--- src/hdl/ntw_pkg.sv ---
// Package for the number-to-word-tokens unit: widths, word keys, the token
// struct, group codes and the back-end phase enum. No dependencies.
`default_nettype none
package ntw_pkg;

  localparam int unsigned ValueW   = 32;
  localparam int unsigned KeyW     = 30;
  localparam int unsigned NumDig   = 10;
  localparam int unsigned BcdW     = 4 * NumDig;
  localparam int unsigned IterW    = $clog2(ValueW);

  localparam logic [IterW-1:0] IterLast = IterW'(ValueW - 1);

  localparam logic [KeyW-1:0] KeyHundred  = KeyW'(100);
  localparam logic [KeyW-1:0] KeyThousand = KeyW'(1000);
  localparam logic [KeyW-1:0] KeyMillion  = KeyW'(1000000);
  localparam logic [KeyW-1:0] KeyBillion  = KeyW'(1000000000);
  localparam logic [KeyW-1:0] KeyZero     = '0;

  // digit groups, walked from billions down to units
  localparam logic [1:0] GrpBil = 2'd3;
  localparam logic [1:0] GrpMil = 2'd2;
  localparam logic [1:0] GrpTho = 2'd1;
  localparam logic [1:0] GrpUni = 2'd0;

  typedef logic [BcdW-1:0] bcd_t;

  typedef struct packed {
    logic [KeyW-1:0] word_key;
    logic            space_after;
    logic            last;
  } token_t;

  typedef enum logic [2:0] {
    PH_HDIG,
    PH_HWORD,
    PH_TENS,
    PH_UNIT,
    PH_SCALE,
    PH_DONE
  } ntw_phase_e;

endpackage
`default_nettype wire

--- src/hdl/ntw_front.sv ---
// Front end: one-item input holding register and a bit-serial binary to
// BCD converter (shift and add-3). Depends on ntw_pkg.
`default_nettype none
module ntw_front (
  input  logic                           clk_i,
  input  logic                           rst_ni,
  input  logic                           push,
  output logic                           full,
  input  logic [ntw_pkg::ValueW-1:0]     value_i,
  output logic                           dq_push_o,
  output ntw_pkg::bcd_t                  dq_data_o,
  input  logic                           dq_full_i
);
  import ntw_pkg::*;

  logic [ValueW-1:0] hold_q, hold_d;
  logic              hold_vld_q, hold_vld_d;
  logic              busy_q, busy_d;
  logic [IterW-1:0]  cnt_q, cnt_d;
  logic [ValueW-1:0] shift_q, shift_d;
  bcd_t              bcd_q, bcd_d;
  bcd_t              bcd_adj;
  bcd_t              bcd_nxt;
  logic              step, finish, load;

  assign full = hold_vld_q;

  // add 3 to every digit of 5 or more before the shift
  always_comb begin
    bcd_adj = bcd_q;
    for (int i = 0; i < NumDig; i++) begin
      if (bcd_q[4*i +: 4] >= 4'd5) begin
        bcd_adj[4*i +: 4] = bcd_q[4*i +: 4] + 4'd3;
      end
    end
  end

  assign bcd_nxt = {bcd_adj[BcdW-2:0], shift_q[ValueW-1]};

  assign step   = busy_q && ((cnt_q != IterLast) || !dq_full_i);
  assign finish = step && (cnt_q == IterLast);
  assign load   = hold_vld_q && (!busy_q || finish);

  assign dq_push_o = finish;
  assign dq_data_o = bcd_nxt;

  always_comb begin
    hold_d     = hold_q;
    hold_vld_d = hold_vld_q;
    busy_d     = busy_q;
    cnt_d      = cnt_q;
    shift_d    = shift_q;
    bcd_d      = bcd_q;
    if (step) begin
      shift_d = {shift_q[ValueW-2:0], 1'b0};
      bcd_d   = bcd_nxt;
      cnt_d   = cnt_q + IterW'(1);
    end
    if (finish) begin
      busy_d = 1'b0;
      cnt_d  = '0;
    end
    if (load) begin
      busy_d     = 1'b1;
      cnt_d      = '0;
      shift_d    = hold_q;
      bcd_d      = '0;
      hold_vld_d = 1'b0;
    end
    if (push && !full) begin
      hold_d     = value_i;
      hold_vld_d = 1'b1;
    end
  end

  always_ff @(posedge clk_i or negedge rst_ni) begin
    if (!rst_ni) begin
      hold_vld_q <= 1'b0;
      busy_q     <= 1'b0;
      cnt_q      <= '0;
    end else begin
      hold_vld_q <= hold_vld_d;
      busy_q     <= busy_d;
      cnt_q      <= cnt_d;
    end
  end

  always_ff @(posedge clk_i) begin
    hold_q  <= hold_d;
    shift_q <= shift_d;
    bcd_q   <= bcd_d;
  end

  a_push_on_last: assert property (@(posedge clk_i) disable iff (!rst_ni)
    dq_push_o |-> busy_q && (cnt_q == IterLast))
    else $error("digit push outside last iteration");

  a_idle_cnt: assert property (@(posedge clk_i) disable iff (!rst_ni)
    !busy_q |-> (cnt_q == '0))
    else $error("iteration count not cleared while idle");

  a_start_from_hold: assert property (@(posedge clk_i) disable iff (!rst_ni)
    (busy_q && (cnt_q == '0)) |-> $past(hold_vld_q))
    else $error("conversion started without held item");

endmodule
`default_nettype wire

--- src/hdl/ntw_digit_q.sv ---
// Two-entry queue of BCD digit sets between front and back end.
// Depends on ntw_pkg.
`default_nettype none
module ntw_digit_q (
  input  logic          clk_i,
  input  logic          rst_ni,
  input  logic          push_i,
  input  ntw_pkg::bcd_t data_i,
  output logic          full_o,
  input  logic          pop_i,
  output ntw_pkg::bcd_t data_o,
  output logic          empty_o
);
  import ntw_pkg::*;

  bcd_t       mem_q [2];
  logic       wp_q, rp_q;
  logic [1:0] cnt_q, cnt_d;
  logic       do_push, do_pop;

  assign full_o  = (cnt_q == 2'd2);
  assign empty_o = (cnt_q == 2'd0);
  assign data_o  = mem_q[rp_q];
  assign do_push = push_i && !full_o;
  assign do_pop  = pop_i && !empty_o;

  always_comb begin
    cnt_d = cnt_q;
    case ({do_push, do_pop})
      2'b10:   cnt_d = cnt_q + 2'd1;
      2'b01:   cnt_d = cnt_q - 2'd1;
      default: cnt_d = cnt_q;
    endcase
  end

  always_ff @(posedge clk_i or negedge rst_ni) begin
    if (!rst_ni) begin
      wp_q  <= 1'b0;
      rp_q  <= 1'b0;
      cnt_q <= 2'd0;
    end else begin
      cnt_q <= cnt_d;
      if (do_push) wp_q <= ~wp_q;
      if (do_pop)  rp_q <= ~rp_q;
    end
  end

  always_ff @(posedge clk_i) begin
    if (do_push) mem_q[wp_q] <= data_i;
  end

  a_cnt_range: assert property (@(posedge clk_i) disable iff (!rst_ni)
    cnt_q != 2'd3)
    else $error("digit queue count out of range");

  a_ptr_match: assert property (@(posedge clk_i) disable iff (!rst_ni)
    ((cnt_q == 2'd0) || (cnt_q == 2'd2)) |-> (wp_q == rp_q))
    else $error("digit queue pointers disagree with count");

  a_no_drop: assert property (@(posedge clk_i) disable iff (!rst_ni)
    (push_i && full_o) |-> !$past(push_i && full_o && !pop_i) || full_o)
    else $error("digit queue overflow handling");

endmodule
`default_nettype wire

--- src/hdl/ntw_back.sv ---
// Back end: walks the digit groups, emits word tokens through a one-token
// hold stage (for the last flag) into a two-entry result queue. Uses ntw_pkg.
`default_nettype none
module ntw_back (
  input  logic                        clk_i,
  input  logic                        rst_ni,
  input  ntw_pkg::bcd_t               dq_data_i,
  input  logic                        dq_empty_i,
  output logic                        dq_pop_o,
  output logic                        empty,
  input  logic                        pop,
  output logic [ntw_pkg::KeyW-1:0]    word_key_o,
  output logic                        space_after_o,
  output logic                        last_o
);
  import ntw_pkg::*;

  ntw_phase_e phase_q, phase_d;
  logic [1:0] grp_q, grp_d;

  token_t     pend_q, pend_d;
  logic       pend_vld_q, pend_vld_d;

  token_t     omem_q [2];
  logic       owp_q, orp_q;
  logic [1:0] ocnt_q, ocnt_d;
  logic       ofull, opush, opop;
  token_t     opush_tok;

  logic [3:0] dh, dt, du;
  logic       grp_nz, tail_sep;
  logic       emit, adv;
  token_t     tok;
  logic [KeyW-1:0] scale_key;

  // digits of the current group
  always_comb begin
    dh = 4'd0;
    dt = 4'd0;
    du = 4'd0;
    scale_key = KeyThousand;
    case (grp_q)
      GrpBil: begin
        du = dq_data_i[39:36];
        scale_key = KeyBillion;
      end
      GrpMil: begin
        dh = dq_data_i[35:32];
        dt = dq_data_i[31:28];
        du = dq_data_i[27:24];
        scale_key = KeyMillion;
      end
      GrpTho: begin
        dh = dq_data_i[23:20];
        dt = dq_data_i[19:16];
        du = dq_data_i[15:12];
        scale_key = KeyThousand;
      end
      default: begin
        dh = dq_data_i[11:8];
        dt = dq_data_i[7:4];
        du = dq_data_i[3:0];
      end
    endcase
  end

  assign grp_nz   = (dh != 4'd0) || (dt != 4'd0) || (du != 4'd0);
  assign tail_sep = (grp_q != GrpUni);
  assign ofull    = (ocnt_q == 2'd2);

  // token of the current step and stall decision
  always_comb begin
    emit = 1'b0;
    tok  = '{word_key: KeyZero, space_after: 1'b1, last: 1'b0};
    case (phase_q)
      PH_HDIG: begin
        emit         = (dh != 4'd0);
        tok.word_key = KeyW'(dh);
      end
      PH_HWORD: begin
        emit         = (dh != 4'd0);
        tok.word_key = KeyHundred;
      end
      PH_TENS: begin
        emit = (dt != 4'd0);
        if (dt == 4'd1) begin
          tok.word_key    = KeyW'(5'd10 + {1'b0, du});
          tok.space_after = tail_sep;
        end else begin
          tok.word_key = KeyW'({dt, 3'b000} + {2'b00, dt, 1'b0});
        end
      end
      PH_UNIT: begin
        emit            = (dt != 4'd1) && (du != 4'd0);
        tok.word_key    = KeyW'(du);
        tok.space_after = tail_sep;
      end
      PH_SCALE: begin
        emit         = grp_nz && (grp_q != GrpUni);
        tok.word_key = scale_key;
      end
      default: begin
        emit = 1'b0;
      end
    endcase
    if (dq_empty_i) begin
      adv = 1'b0;
    end else if (phase_q == PH_DONE) begin
      adv = !ofull;
    end else begin
      adv = !(emit && pend_vld_q && ofull);
    end
  end

  // next phase and group
  always_comb begin
    phase_d = phase_q;
    grp_d   = grp_q;
    if (adv) begin
      case (phase_q)
        PH_HDIG:  phase_d = PH_HWORD;
        PH_HWORD: phase_d = PH_TENS;
        PH_TENS:  phase_d = PH_UNIT;
        PH_UNIT:  phase_d = (grp_q == GrpUni) ? PH_DONE : PH_SCALE;
        PH_SCALE: begin
          phase_d = PH_HDIG;
          grp_d   = grp_q - 2'd1;
        end
        default: begin
          phase_d = PH_HDIG;
          grp_d   = GrpBil;
        end
      endcase
    end
  end

  // hold stage and result queue push
  always_comb begin
    pend_d     = pend_q;
    pend_vld_d = pend_vld_q;
    opush      = 1'b0;
    opush_tok  = pend_q;
    if (adv) begin
      if (phase_q == PH_DONE) begin
        opush      = 1'b1;
        pend_vld_d = 1'b0;
        if (pend_vld_q) begin
          opush_tok.last = 1'b1;
        end else begin
          opush_tok = '{word_key: KeyZero, space_after: 1'b0, last: 1'b1};
        end
      end else if (emit) begin
        opush      = pend_vld_q;
        opush_tok  = pend_q;
        pend_d     = tok;
        pend_vld_d = 1'b1;
      end
    end
  end

  assign dq_pop_o = adv && (phase_q == PH_DONE);

  // result queue
  assign empty         = (ocnt_q == 2'd0);
  assign opop          = pop && !empty;
  assign word_key_o    = omem_q[orp_q].word_key;
  assign space_after_o = omem_q[orp_q].space_after;
  assign last_o        = omem_q[orp_q].last;

  always_comb begin
    case ({opush, opop})
      2'b10:   ocnt_d = ocnt_q + 2'd1;
      2'b01:   ocnt_d = ocnt_q - 2'd1;
      default: ocnt_d = ocnt_q;
    endcase
  end

  always_ff @(posedge clk_i or negedge rst_ni) begin
    if (!rst_ni) begin
      phase_q    <= PH_HDIG;
      grp_q      <= GrpBil;
      pend_vld_q <= 1'b0;
      owp_q      <= 1'b0;
      orp_q      <= 1'b0;
      ocnt_q     <= 2'd0;
    end else begin
      phase_q    <= phase_d;
      grp_q      <= grp_d;
      pend_vld_q <= pend_vld_d;
      ocnt_q     <= ocnt_d;
      if (opush) owp_q <= ~owp_q;
      if (opop)  orp_q <= ~orp_q;
    end
  end

  always_ff @(posedge clk_i) begin
    pend_q <= pend_d;
    if (opush) omem_q[owp_q] <= opush_tok;
  end

  a_no_overflow: assert property (@(posedge clk_i) disable iff (!rst_ni)
    opush |-> !ofull)
    else $error("result queue written while full");

  a_pop_at_done: assert property (@(posedge clk_i) disable iff (!rst_ni)
    dq_pop_o |-> (phase_q == PH_DONE) && !dq_empty_i)
    else $error("digit set released before its tokens");

  a_clean_start: assert property (@(posedge clk_i) disable iff (!rst_ni)
    ((phase_q == PH_HDIG) && (grp_q == GrpBil)) |-> !pend_vld_q)
    else $error("token of previous item left in hold stage");

  a_last_flag: assert property (@(posedge clk_i) disable iff (!rst_ni)
    (opush && opush_tok.last) |-> (phase_q == PH_DONE))
    else $error("last flag outside end of item");

endmodule
`default_nettype wire

--- src/hdl/number_to_word_tokens_unit.sv ---
// Top level of the number-to-word-tokens unit: front end, digit queue and
// back end. Depends on ntw_pkg, ntw_front, ntw_digit_q and ntw_back.
//
//   channel  | handshake            | payload
//   ---------+----------------------+----------------------------------------
//   input    | push / full          | value_i[31:0]
//   results  | empty / pop          | word_key_o[29:0], space_after_o, last_o
//
// Flow: the front converts a value one bit per cycle in the shift-and-add-3
// converter, stalling on the last bit while the digit queue is full; a
// second item waits in the input holding register while one converts.
// The back walks its digit groups one step per cycle, then closes the item;
// it stalls on an empty digit queue or on a full result queue it must push to.
// Reset: rst_ni clears all control state at once; no clearing pass.
// Stalls: a full result queue stalls only the back; the two-entry digit
// queue lets the front keep converting until it too fills.
`default_nettype none
module number_to_word_tokens_unit (
  input  logic                        clk_i,
  input  logic                        rst_ni,
  input  logic                        push,
  output logic                        full,
  input  logic [ntw_pkg::ValueW-1:0]  value_i,
  output logic                        empty,
  input  logic                        pop,
  output logic [ntw_pkg::KeyW-1:0]    word_key_o,
  output logic                        space_after_o,
  output logic                        last_o
);
  import ntw_pkg::*;

  // front -> digit queue
  logic dq_push;
  bcd_t dq_wdata;
  logic dq_full;

  // digit queue -> back
  bcd_t dq_rdata;
  logic dq_empty;
  logic dq_pop;

  // value in, BCD digit set out after 32 shift steps
  ntw_front u_front (
    .clk_i     (clk_i),
    .rst_ni    (rst_ni),
    .push      (push),
    .full      (full),
    .value_i   (value_i),
    .dq_push_o (dq_push),
    .dq_data_o (dq_wdata),
    .dq_full_i (dq_full)
  );

  // decouples conversion from token emission
  ntw_digit_q u_digit_q (
    .clk_i   (clk_i),
    .rst_ni  (rst_ni),
    .push_i  (dq_push),
    .data_i  (dq_wdata),
    .full_o  (dq_full),
    .pop_i   (dq_pop),
    .data_o  (dq_rdata),
    .empty_o (dq_empty)
  );

  // group walk; each token waits in a one-token hold stage so the last flag of
  // an item is known when its last token enters the result queue
  ntw_back u_back (
    .clk_i         (clk_i),
    .rst_ni        (rst_ni),
    .dq_data_i     (dq_rdata),
    .dq_empty_i    (dq_empty),
    .dq_pop_o      (dq_pop),
    .empty         (empty),
    .pop           (pop),
    .word_key_o    (word_key_o),
    .space_after_o (space_after_o),
    .last_o        (last_o)
  );

endmodule
`default_nettype wire

--- config.mk ---
export PLATFORM = sky130hd
export DESIGN_NAME = number_to_word_tokens_unit
export DESIGN_NICKNAME = d
export VERILOG_FILES = /design/src/hdl/ntw_pkg.sv /design/src/hdl/ntw_front.sv /design/src/hdl/ntw_digit_q.sv /design/src/hdl/ntw_back.sv /design/src/hdl/number_to_word_tokens_unit.sv
export SDC_FILE = /design/constraint.sdc
export NUM_CORES = 1
export LEC_CHECK = 0
export ABC_AREA = 1
export BUFFER_PORTS_ARGS = -buffer_cell sky130_fd_sc_hd__buf_2
export CORE_MARGIN = 4
export CORE_UTILIZATION = 40
export CTS_CLUSTER_SIZE = 40
export DETAILED_ROUTE_END_ITERATION = 10
export MAX_ROUTING_LAYER = met4
export PLACE_DENSITY = 0.57
export REMOVE_ABC_BUFFERS = 1
export SYNTH_ARGS = -nofsm -noshare
export SYNTH_HDL_FRONTEND = slang
export SYNTH_SLANG_ARGS = --single-unit
--- constraint.sdc ---
create_clock -name clk_i -period 4.5 [get_ports clk_i]
set_input_delay 0 -clock clk_i [delete_from_list [all_inputs] [get_ports clk_i]]
set_output_delay 0 -clock clk_i [all_outputs]
set_load 0.01 [all_outputs]
**Word level (Yosys, flattened, before mapping)**

Memories as Yosys holds them, arrays and structs flattened.
Cells that the tools add are included.
Widths: inputs -> output; s select.

- Muxes and demuxes: 47
- Magnitude comparators: 10
- Add/subtract/negate cells: 18
- Bitwise gates (word level): 6
- Equality and inequality tests: 18
- Reduce and logical (&&, ||, !) cells: 43

Operators with widths:

| kind | number |
|---|---|
| $pmux 30 s5 | 1 |
| $mux 32 | 4 |
| $pmux 30 s2 | 1 |
| $ge 4x3->1 const B | 10 |
| $add 4x2->4 const B | 9 |
| $mux 4 | 9 |
| $pmux 4 s3 | 3 |
| $mux 31 | 1 |
| $mux 30 | 1 |
| $mux 1 | 17 |
| $mux 5 | 3 |
| $reduce_bool 2->1 | 7 |
| $eq 2x2->1 const B | 6 |
| $logic_and 1x1->1 | 12 |
| $pmux 2 s2 | 3 |
| $pmux 3 s4 | 1 |
| $reduce_bool 4->1 | 3 |
| $add 7x5->8 | 1 |
| $logic_not 1->1 | 7 |
| $eq 2x1->1 const B | 3 |
| $eq 3x2->1 const B | 2 |
| $eq 3x3->1 const B | 2 |
| $logic_not 2->1 | 3 |
| $not 1->1 | 6 |
| other kinds (20) | 27 |

- Register bits: 156
- Bits in writable memories: 144
- Logic and storage cells: 161
- Memories: 2

Memory list:

| memory | words | bits a word | rd ports | clocked after memory_dff | write ports | line | source |
|---|---|---|---|---|---|---|---|
| u_digit_q.mem_q | 2 | 40 | 1 | 0 | 1 | ntw_digit_q.sv:16 | `bcd_t mem_q [2];` |
| u_back.omem_q | 2 | 32 | 1 | 0 | 1 | ntw_back.sv:24 | `token_t omem_q [2];` |

**Logic depth before layout (Yosys ltp)**

Gate-level depths: netlist (run 1).

- Depth in word-level cells: 16
- Mapped depth: 21
- Gate-level depth less buffers: 21

**Modules after synthesis**

From an unflattened synthesis (run 1), not the netlist that was laid out.

- Cells, all modules: 1307
- Area, all modules: 11862.6 um^2

Modules (own cells, without submodules):

| module | cells each | sequential area each (um^2) | area each (um^2) | times used |
|---|---|---|---|---|
| ntw_front | 689 | 2897.8 | 5509.0 | 1 |
| ntw_back | 376 | 1574.0 | 3184.3 | 1 |
| ntw_digit_q | 242 | 2502.4 | 3169.3 | 1 |

**Worst setup path before layout (run 1)**

No wires, ideal clock.

- Kind: register to register
- Start point: register u_front.cnt_q[0]
- End point: memory u_digit_q.mem_q[0][0] (netlist bit) (enable)
- Arrival time: 3110 ps
- Data required time: 4063 ps
- Cell stages (with the launch flop): 10
- Path slack: 953 ps
- Path buffers: 0
- Clock period less this slack: 3547 ps
- Cell sequence: dfrtp_1 ha_1 nand2_1 nor2_1 ha_1 nand3_1 nand2_1 inv_1 nand2_1 nor2_1

- Word-level cells in the longest chain between the ends: 7

Ends and longest elaborated chain:

| item | line | source |
|---|---|---|
| start: declaration | ntw_front.sv:19 | `logic [IterW-1:0] cnt_q, cnt_d;` |
| start signal: assignment | ntw_front.sv:84 | `cnt_q <= cnt_d;` |
| $ne 5x5->1 | ntw_front.sv:40 | `assign step = busy_q && ((cnt_q != IterLast) \|\| !dq_full_i);` |
| $logic_or 1x1->1 | ntw_front.sv:40 |  |
| $logic_and 1x1->1 | ntw_front.sv:40 |  |
| $logic_and 1x1->1 * | ntw_front.sv:41 | `assign finish = step && (cnt_q == IterLast);` |
| $logic_and 1x1->1 * | ntw_digit_q.sv:24 | `assign do_push = push_i && !full_o;` |
| $mux 1 * | ntw_digit_q.sv:49 | `if (do_push) mem_q[wp_q] <= data_i;` |
| $mux 1 (not written as such) * | ntw_digit_q.sv:49 |  |
| end: declaration | ntw_digit_q.sv:16 |  |

Every way passes the cells marked *; elsewhere a longest branch is shown, timed or not.

**Worst setup path after layout (run 1)**

- Start point: register u_back.grp_q[0]
- End point: register u_back.pend_q[6] (netlist bit) (enable)

- Word-level cells in the longest chain between the ends: 13

Ends and longest elaborated chain:

| item | line | source |
|---|---|---|
| start: declaration | ntw_back.sv:19 | `logic [1:0] grp_q, grp_d;` |
| start signal: assignment | ntw_back.sv:181 | `grp_q <= GrpBil;` |
| start signal: assignment | ntw_back.sv:188 | `grp_q <= grp_d;` |
| $eq 2x1->1 or $eq 2x2->1 (tied branches) | ntw_back.sv:42 | `case (grp_q)` |
| $pmux 4 s3 | ntw_back.sv:42 |  |
| $reduce_bool 4->1 (on tied branches) | n/a |  |
| $logic_or 1x1->1 (2 in a row) | ntw_back.sv:67 | `assign grp_nz = (dh != 4'd0) \|\| (dt != 4'd0) \|\| (du != 4'd0);` |
| $logic_and 1x1->1 | ntw_back.sv:99 | `emit = grp_nz && (grp_q != GrpUni);` |
| $pmux 1 s4 * | ntw_back.sv:75 | `case (phase_q)` |
| $logic_and 1x1->1 (2 in a row) | ntw_back.sv:111 | `adv = !(emit && pend_vld_q && ofull);` |
| $logic_not 1->1 | ntw_back.sv:111 |  |
| $mux 1 | ntw_back.sv:108 | `end else if (phase_q == PH_DONE) begin` |
| $mux 1 | ntw_back.sv:106 | `if (dq_empty_i) begin` |
| $reduce_and 3->1 (no line) * | n/a |  |
| end signal: assignment | ntw_back.sv:197 | `pend_q <= pend_d;` |
| end: declaration | ntw_back.sv:21 | `token_t pend_q, pend_d;` |

Marks and branches as above.
A chain may end at the register's enable or synchronous reset.

==> results by group, run 1 <==
Logic synthesis
  – Synthesized instance count: 1135
  – Yosys warnings: 0
  – Avg Inst Size Synth: 9.82 um2
  – Post-Syn Area: 11200 um2
  – Synth cell count leaders: 313 x nand2_1, 188 x edfxtp_1, 138 x inv_1
  – Count of state elements after synthesis: 249
  – Most frequent cell after synthesis: nand2_1
  – Yosys cell types: 42
  – EDFF count, synth: 188
  – Cells taking the most area after synthesis: edfxtp_1 51%, nand2_1 11%, dfxtp_1 7.2%, inv_1 4.6%, dfrtp_1 4.3%
  – Ys flop type: edfxtp_1
  – Top cell type's share of synthesized area: 0.506
  – Area leader, netlist: edfxtp_1
  – Register area share after synthesis: 0.625
  – FFs w/ async S/R, synth: 0.0843

Critical path
  – Slowest stage cell, crit path: dfstp_2
  – Reg2reg path depth: 17
  – Crit end category: register
  – Crit path from: u_back.grp_q[0]
  – Cell chain of the critical path: inv_1 -> ha_1 -> inv_2 -> nor2_1 -> o21ai_1 -> nand2_1 -> nor2_1 -> nand2_2 -> nand2_1 -> nor2_1 -> nor2_1 -> nand2_2 -> nand2_2 -> nand2_2 -> nand2_4 -> nand3_1 -> inv_1
  – CP max stage delay: 0.58 ns
  – WP data required: 4.67 ns
  – Crit path DAT: 3.57 ns
  – Worst-path maximum fanout: 21
  – Critical R2R Launch: u_back.grp_q[0]
  – WS Path Type: reg2reg
  – Critical Path Start Type: register

STA
  – Worst-case hold slack: 0.176 ns
  – Worst Tran Pin Value: 0.945 ns
  – Final hold violations: 0
  – Final Slew Violations: 0
  – Relative slew margins: 0.368
  – Clock skew: 0.0101 ns
  – Final period util: 0.756
  – Final worst slack: 1.10 ns
  – Period minus WS final: 3.40 ns
  – Unrepaired setup endpoints after global routing: false
  – Fmax: 294 MHz
  – Endpoints failing setup: 0
  – Setup Total Neg Slack: 0 ns

Route
  – Drt drc: 0
  – Vias/cell: 4.67
  – Drt first-iter violations: 439
  – Detailed Route WL: 21900 um
  – Post-DRT Antenna Nets: 0
  – Routed via count: 7546
  – TritonRoute pass-1 iters: 5
  – Wire per inst: 13.6 um

Placed design
  – Final HPWL DP: 14500 um
  – Gpl congestion: 0.921
  – Port Buffer Count: 63
  – DP Area: 11800 um2
  – Setup WS pre-CTS: 1.09 ns

Worst hold path
  – Hold WC Path Type: in2reg
  – HP Start: value_i[2]
  – WHS Path Cells: 2

Pwr
  – Leak Pwr: 5.68 nW
  – Pwr dens: 527 nW/um2
  – Peak supply drop: 247 uV

Flow run
  – MaxCap Viol Count: 0

Finish
  – Storage element area: 6970 um2
  – Antenna cells: 0
  – # nets final: 1294
  – Area of the multi-input gates: 3380 um2
  – Final instance area: 12900 um2
  – Share of layout cells above drive strength 1: 0.110
  – Layout area overhead: 16.0%
  – # fillers: 2598

Die
  – Initial core utilization: 0.410
  – Die Ht: 175 um
  – Die Wd: 175 um
  – I/O Pins: 70
  – Num rows: 60
  – Die area: 30600 um2
  – Core outline area: 27200 um2

Global routing
  – GRT overflow: 0
  – Initial antenna violation count: 0
  – Largest net degree at the start of global routing: 62
  – GRT Overall Usage: 0.150
  – Vias in the first global route: 7349
  – First-pass GRT wire length: 36900 um

Clock tree
  – Root Driver: clkbuf_16
  – Cts bufs inserted: 27
  – Clock Sink Count: 249
  – H-tree Lvls: 1
  – CTS tree: built
  – Clock transition at path regs: 0.06 ns
  – Worst skew pair latency: 0.53 ns
  – Clk buf depth: 3

Status
  – Status: complete, no violations
==> worst paths after layout <==
check                               endpoint  slack (ns)
setup / recovery            u_back.pend_q[6]        1.10
hold / removal             u_front.hold_q[2]        0.18
hold reg to reg            u_front.bcd_q[39]        0.49
setup reg to reg            u_back.pend_q[6]        1.10
max in group asynchronous   u_front.cnt_q[1]        2.67
min in group asynchronous    u_back.grp_q[1]        0.55
==> stage by stage <==
step	util	power [W]	instances
3_3_place_gp	0.432	0.00482	1531
3_5_place_dp	0.432	0.00484	1531
6_report	0.476	0.00682	1617
2_1_floorplan	-	0.00425	1085
4_1_cts	0.476	0.00690	1617
5_1_grt	0.476	0.00730	1617
==> area by class of cell <==
type	instances	share of cell area
clock inverter	19	0.00929
timing repair buffer	111	0.0594
clock buffer	30	0.0531
sequential	249	0.539
tap	372	0.0360
multi-input combinational	694	0.262
inverter	142	0.0412
==> cell families after synthesis <==
group	after synthesis	share of synthesized area
xor+xnor	19	0.0149
compound gates	164	0.0788
fa+ha+maj	33	0.0377
buf+inv	197	0.0750
flops	249	0.625
simple gates	472	0.168
other cells	1	0.000336
==> metal layers <==
metal / routed length, um / track usage / share of wire / vias to the layer above
met4: 570 / 0.0416 / 0.026 / 0
met1: 10300 / 0.200 / 0.47 / 3501
met5: 0 / - / 0 / -
met2: 10100 / 0.244 / 0.46 / 141
met3: 927 / 0.0193 / 0.042 / 43
li1: - / - / - / 3861
==> worst max-delay path, delay by kind of cell, from the launching register on <==
family,cells,cell delay [ns]
simple gates,12,1.24
fa+ha+maj,1,0.32
flops,1,0.58
buf+inv,3,0.77
compound gates,1,0.12
==> where the power goes <==
| part | internal (W) | switching (W) | leakage [nW] |
|---|---|---|---|
| Combinational | 0.000607 | 0.00126 | 2.89 |
| Clock | 0.00115 | 0.000865 | 0.408 |
| Sequential | 0.00282 | 0.000118 | 2.38 |
==> sequential cells by signal, summed over array words and instances, names as in the netlist, 2 cells and up <==
| signal | cells |
|---|---|
| u_digit_q.mem_q | 80 |
| u_front.bcd_q | 40 |
| u_front.hold_q | 32 |
| u_front.shift_q | 32 |
| u_back.omem_q | 30 |
| u_back.pend_q | 14 |
| u_front.cnt_q | 5 |
| u_back.phase_q | 3 |
| u_back.grp_q | 2 |
| u_back.ocnt_q | 2 |
| u_digit_q.cnt_q | 2 |
==> layout by cell type, fill, tap and decap left out, types with 19 or more instances in the layout <==
| cell | instances |
|---|---|
| nand3_1 | 32 |
| buf_2 | 63 |
| edfxtp_1 | 188 |
| a21oi_1 | 79 |
| inv_1 | 138 |
| o21ai_0 | 56 |
| nor2_1 | 105 |
| dfxtp_1 | 40 |
| dfrtp_1 | 19 |
| nand2_1 | 311 |
| clkbuf_16 | 27 |
| ha_1 | 32 |
| dlygate4sd3_1 | 37 |
==> timing repair <==
item / in CTS / in global routing
hold buffers: 37 / 0
setup endpoints to repair: 0 / 0
setup buffers: 0 / 0
endpoints found under the hold margin: 55 / 0
gates resized for setup: 0 / 0
Power figures use the tool's default switching activity.
==> inputs of run 2 (changes only) <==
==> constraint.sdc (replaced) <==
create_clock -name clk_i -period 3.4 [get_ports clk_i]
set_input_delay 0 -clock clk_i [delete_from_list [all_inputs] [get_ports clk_i]]
set_output_delay 0 -clock clk_i [all_outputs]
set_load 0.01 [all_outputs]
==> run 2 against run 1 <==
  * Clock skew up 0.0048 ns
  * Setup slack got worse by 0.76 ns
  * Via count shrank 0.52%
  * Sequential share of layout area shrank 0.83 points
==> results by group, run 2 (same netlist as run 1, synthesis figures left out) <==
Finish
  – # fillers: 2533
  – Commonest non-fill, non-tap cell in the layout: nand2_1
  – # nets final: 1298
  – Max reg flops: 80
  – Finished Layout Cells: 1621
  – Largest reg by FF count: u_digit_q.mem_q
  – Layout area overhead: 17.8%
  – Final instance area: 13100 um2
  – Final core occ: 0.483
  – Antenna cells: 0
  – Top Registers: u_digit_q.mem_q (80), u_front.bcd_q (40)
  – Share of layout cells above drive strength 1: 0.118
  – Most frequent cells in the layout: 311 x nand2_1, 188 x edfxtp_1, 138 x inv_1

Flow run
  – MaxCap Viol Count: 0

Status
  – Status: complete, no violations

Clock tree
  – Clk buf depth: 3
  – Clock Sink Count: 249
  – H-tree Lvls: 1
  – Post-CTS Repair Setup Buffers: 0
  – Worst skew pair latency: 0.53 ns
  – Root Driver: clkbuf_16
  – Cts bufs inserted: 26
  – CTS tree: built
  – Clock transition at path regs: 0.06 ns

Critical path
  – Crit path DAT: 3.46 ns
  – Worst-path maximum fanout: 21
  – WP data required: 3.80 ns
  – WS Path Type: reg2reg
  – Critical Path Start Type: register
  – Crit end category: register

STA
  – Worst Tran Pin Value: 0.865 ns
  – Final period util: 0.901
  – Unrepaired setup endpoints after global routing: false
  – Final Slew Violations: 0
  – Relative slew margins: 0.422
  – Worst-case hold slack: 0.182 ns
  – Endpoints failing setup: 0
  – Clock skew: 0.0148 ns
  – Fmax: 327 MHz
  – Final hold violations: 0
  – Period minus WS final: 3.06 ns

Route
  – Drt first-iter violations: 461
  – Post-DRT Antenna Nets: 0
  – Detailed Route WL: 21600 um
  – Drt drc: 0
  – Vias/cell: 4.63
  – Routed via count: 7507
  – TritonRoute pass-1 iters: 5
  – Wire per inst: 13.3 um

Pwr
  – Peak supply drop: 400 uV
  – Leak Pwr: 5.75 nW
  – Pwr dens: 727 nW/um2

Worst hold path
  – Hold WC Path Type: in2reg

Die
  – Core outline area: 27200 um2
  – I/O Pins: 70
  – Die Wd: 175 um
  – Initial core utilization: 0.410
  – Die area: 30600 um2
  – Num rows: 60
  – Die Ht: 175 um

Placed design
  – DP Area: 11800 um2
  – Port Buffer Count: 63
  – Placed Cells: 1536
  – Gpl congestion: 0.909
  – Final HPWL DP: 14300 um

Global routing
  – First-pass GRT wire length: 36100 um
  – Initial antenna violation count: 0
  – Vias in the first global route: 7251
  – Largest net degree at the start of global routing: 62
  – GRT Overall Usage: 0.146
  – GRT overflow: 0
## run 2: changes by cell type in the layout (fill, tap and decap cells not counted), sizes merged
cell / delta
buf: +5
bufinv: +5
clkbuf: +4
clkinv: -12
clkinvlp: +2
## run 2: final cells by class
| type | count | area (um2) | share of cell area |
|---|---|---|---|
| Sequential cell | 249 | 6970 | 0.531 |
| Inverter | 142 | 536 | 0.0408 |
| Multi-Input combinational cell | 694 | 3390 | 0.258 |
| Clock buffer | 34 | 721 | 0.0549 |
| Timing Repair Buffer | 116 | 806 | 0.0614 |
| Clock inverter | 14 | 243 | 0.0185 |
| Tap cell | 372 | 465 | 0.0354 |
## run 2: worst paths after layout
path                                   start                end  slack, ns  depth (start not counted)
hold reg to reg            u_front.bcd_q[39]  u_front.bcd_q[39]       0.49                          2
setup / recovery             u_back.grp_q[0]   u_back.ocnt_q[1]       0.34                         19
setup reg to reg             u_back.grp_q[0]   u_back.ocnt_q[1]       0.34                         19
max in group asynchronous             rst_ni       u_front.full       1.58                          4
hold / removal                    value_i[0]  u_front.hold_q[0]       0.18                          2
min in group asynchronous             rst_ni    u_back.grp_q[0]       0.54                          3
## run 2: timing repair
item / in CTS / in global routing
hold endpoints to repair: 56 / 0
hold buffers: 37 / 0
gates resized for setup: 0 / 4
setup endpoints to repair: 0 / 1
## run 2: report_power, final
group	internal (W)	switching, W
registers	0.00372	0.000162
logic	0.000868	0.00168
clock network	0.00196	0.00116
total	0.00655	0.00300
## run 2: per-layer routing
| metal | vias to the layer above | wire length [um] | track usage |
|---|---|---|---|
| met1 | 3441 | 10300 | 0.198 |
| met3 | 37 | 833 | 0.0206 |
| met2 | 148 | 9870 | 0.231 |
| li1 | 3881 | - | - |
| met5 | - | 0 | - |
| met4 | 0 | 620 | 0.0452 |
## run 2: worst max-delay path: stages, from the launching register on
cell     delay, ns
dfstp_2       0.59
inv_1         0.08
ha_1          0.24
inv_4         0.20
nor2_1        0.07
o21ai_1       0.12
nand2_1       0.18
nor2_1        0.17
nand2_2       0.10
nand2_1       0.07
nor2_1        0.04
nor2_1        0.11
nand2_2       0.10
nand2_2       0.07
nand2_2       0.07
nand3_2       0.10
ha_1          0.27
a21oi_1       0.11
o21ai_0       0.10
xor2_1        0.15
## run 2: stage by stage
step	total power (W)	setup TNS, ns	setup slack, ns
floorplan	0.00563	-259.64	-1.74
global placement	0.00644	0	0.327
detailed placement	0.00646	0	0.238
CTS	0.00966	0	0.231
global route	0.0102	0	0.0204
finish	0.00955	0	0.338
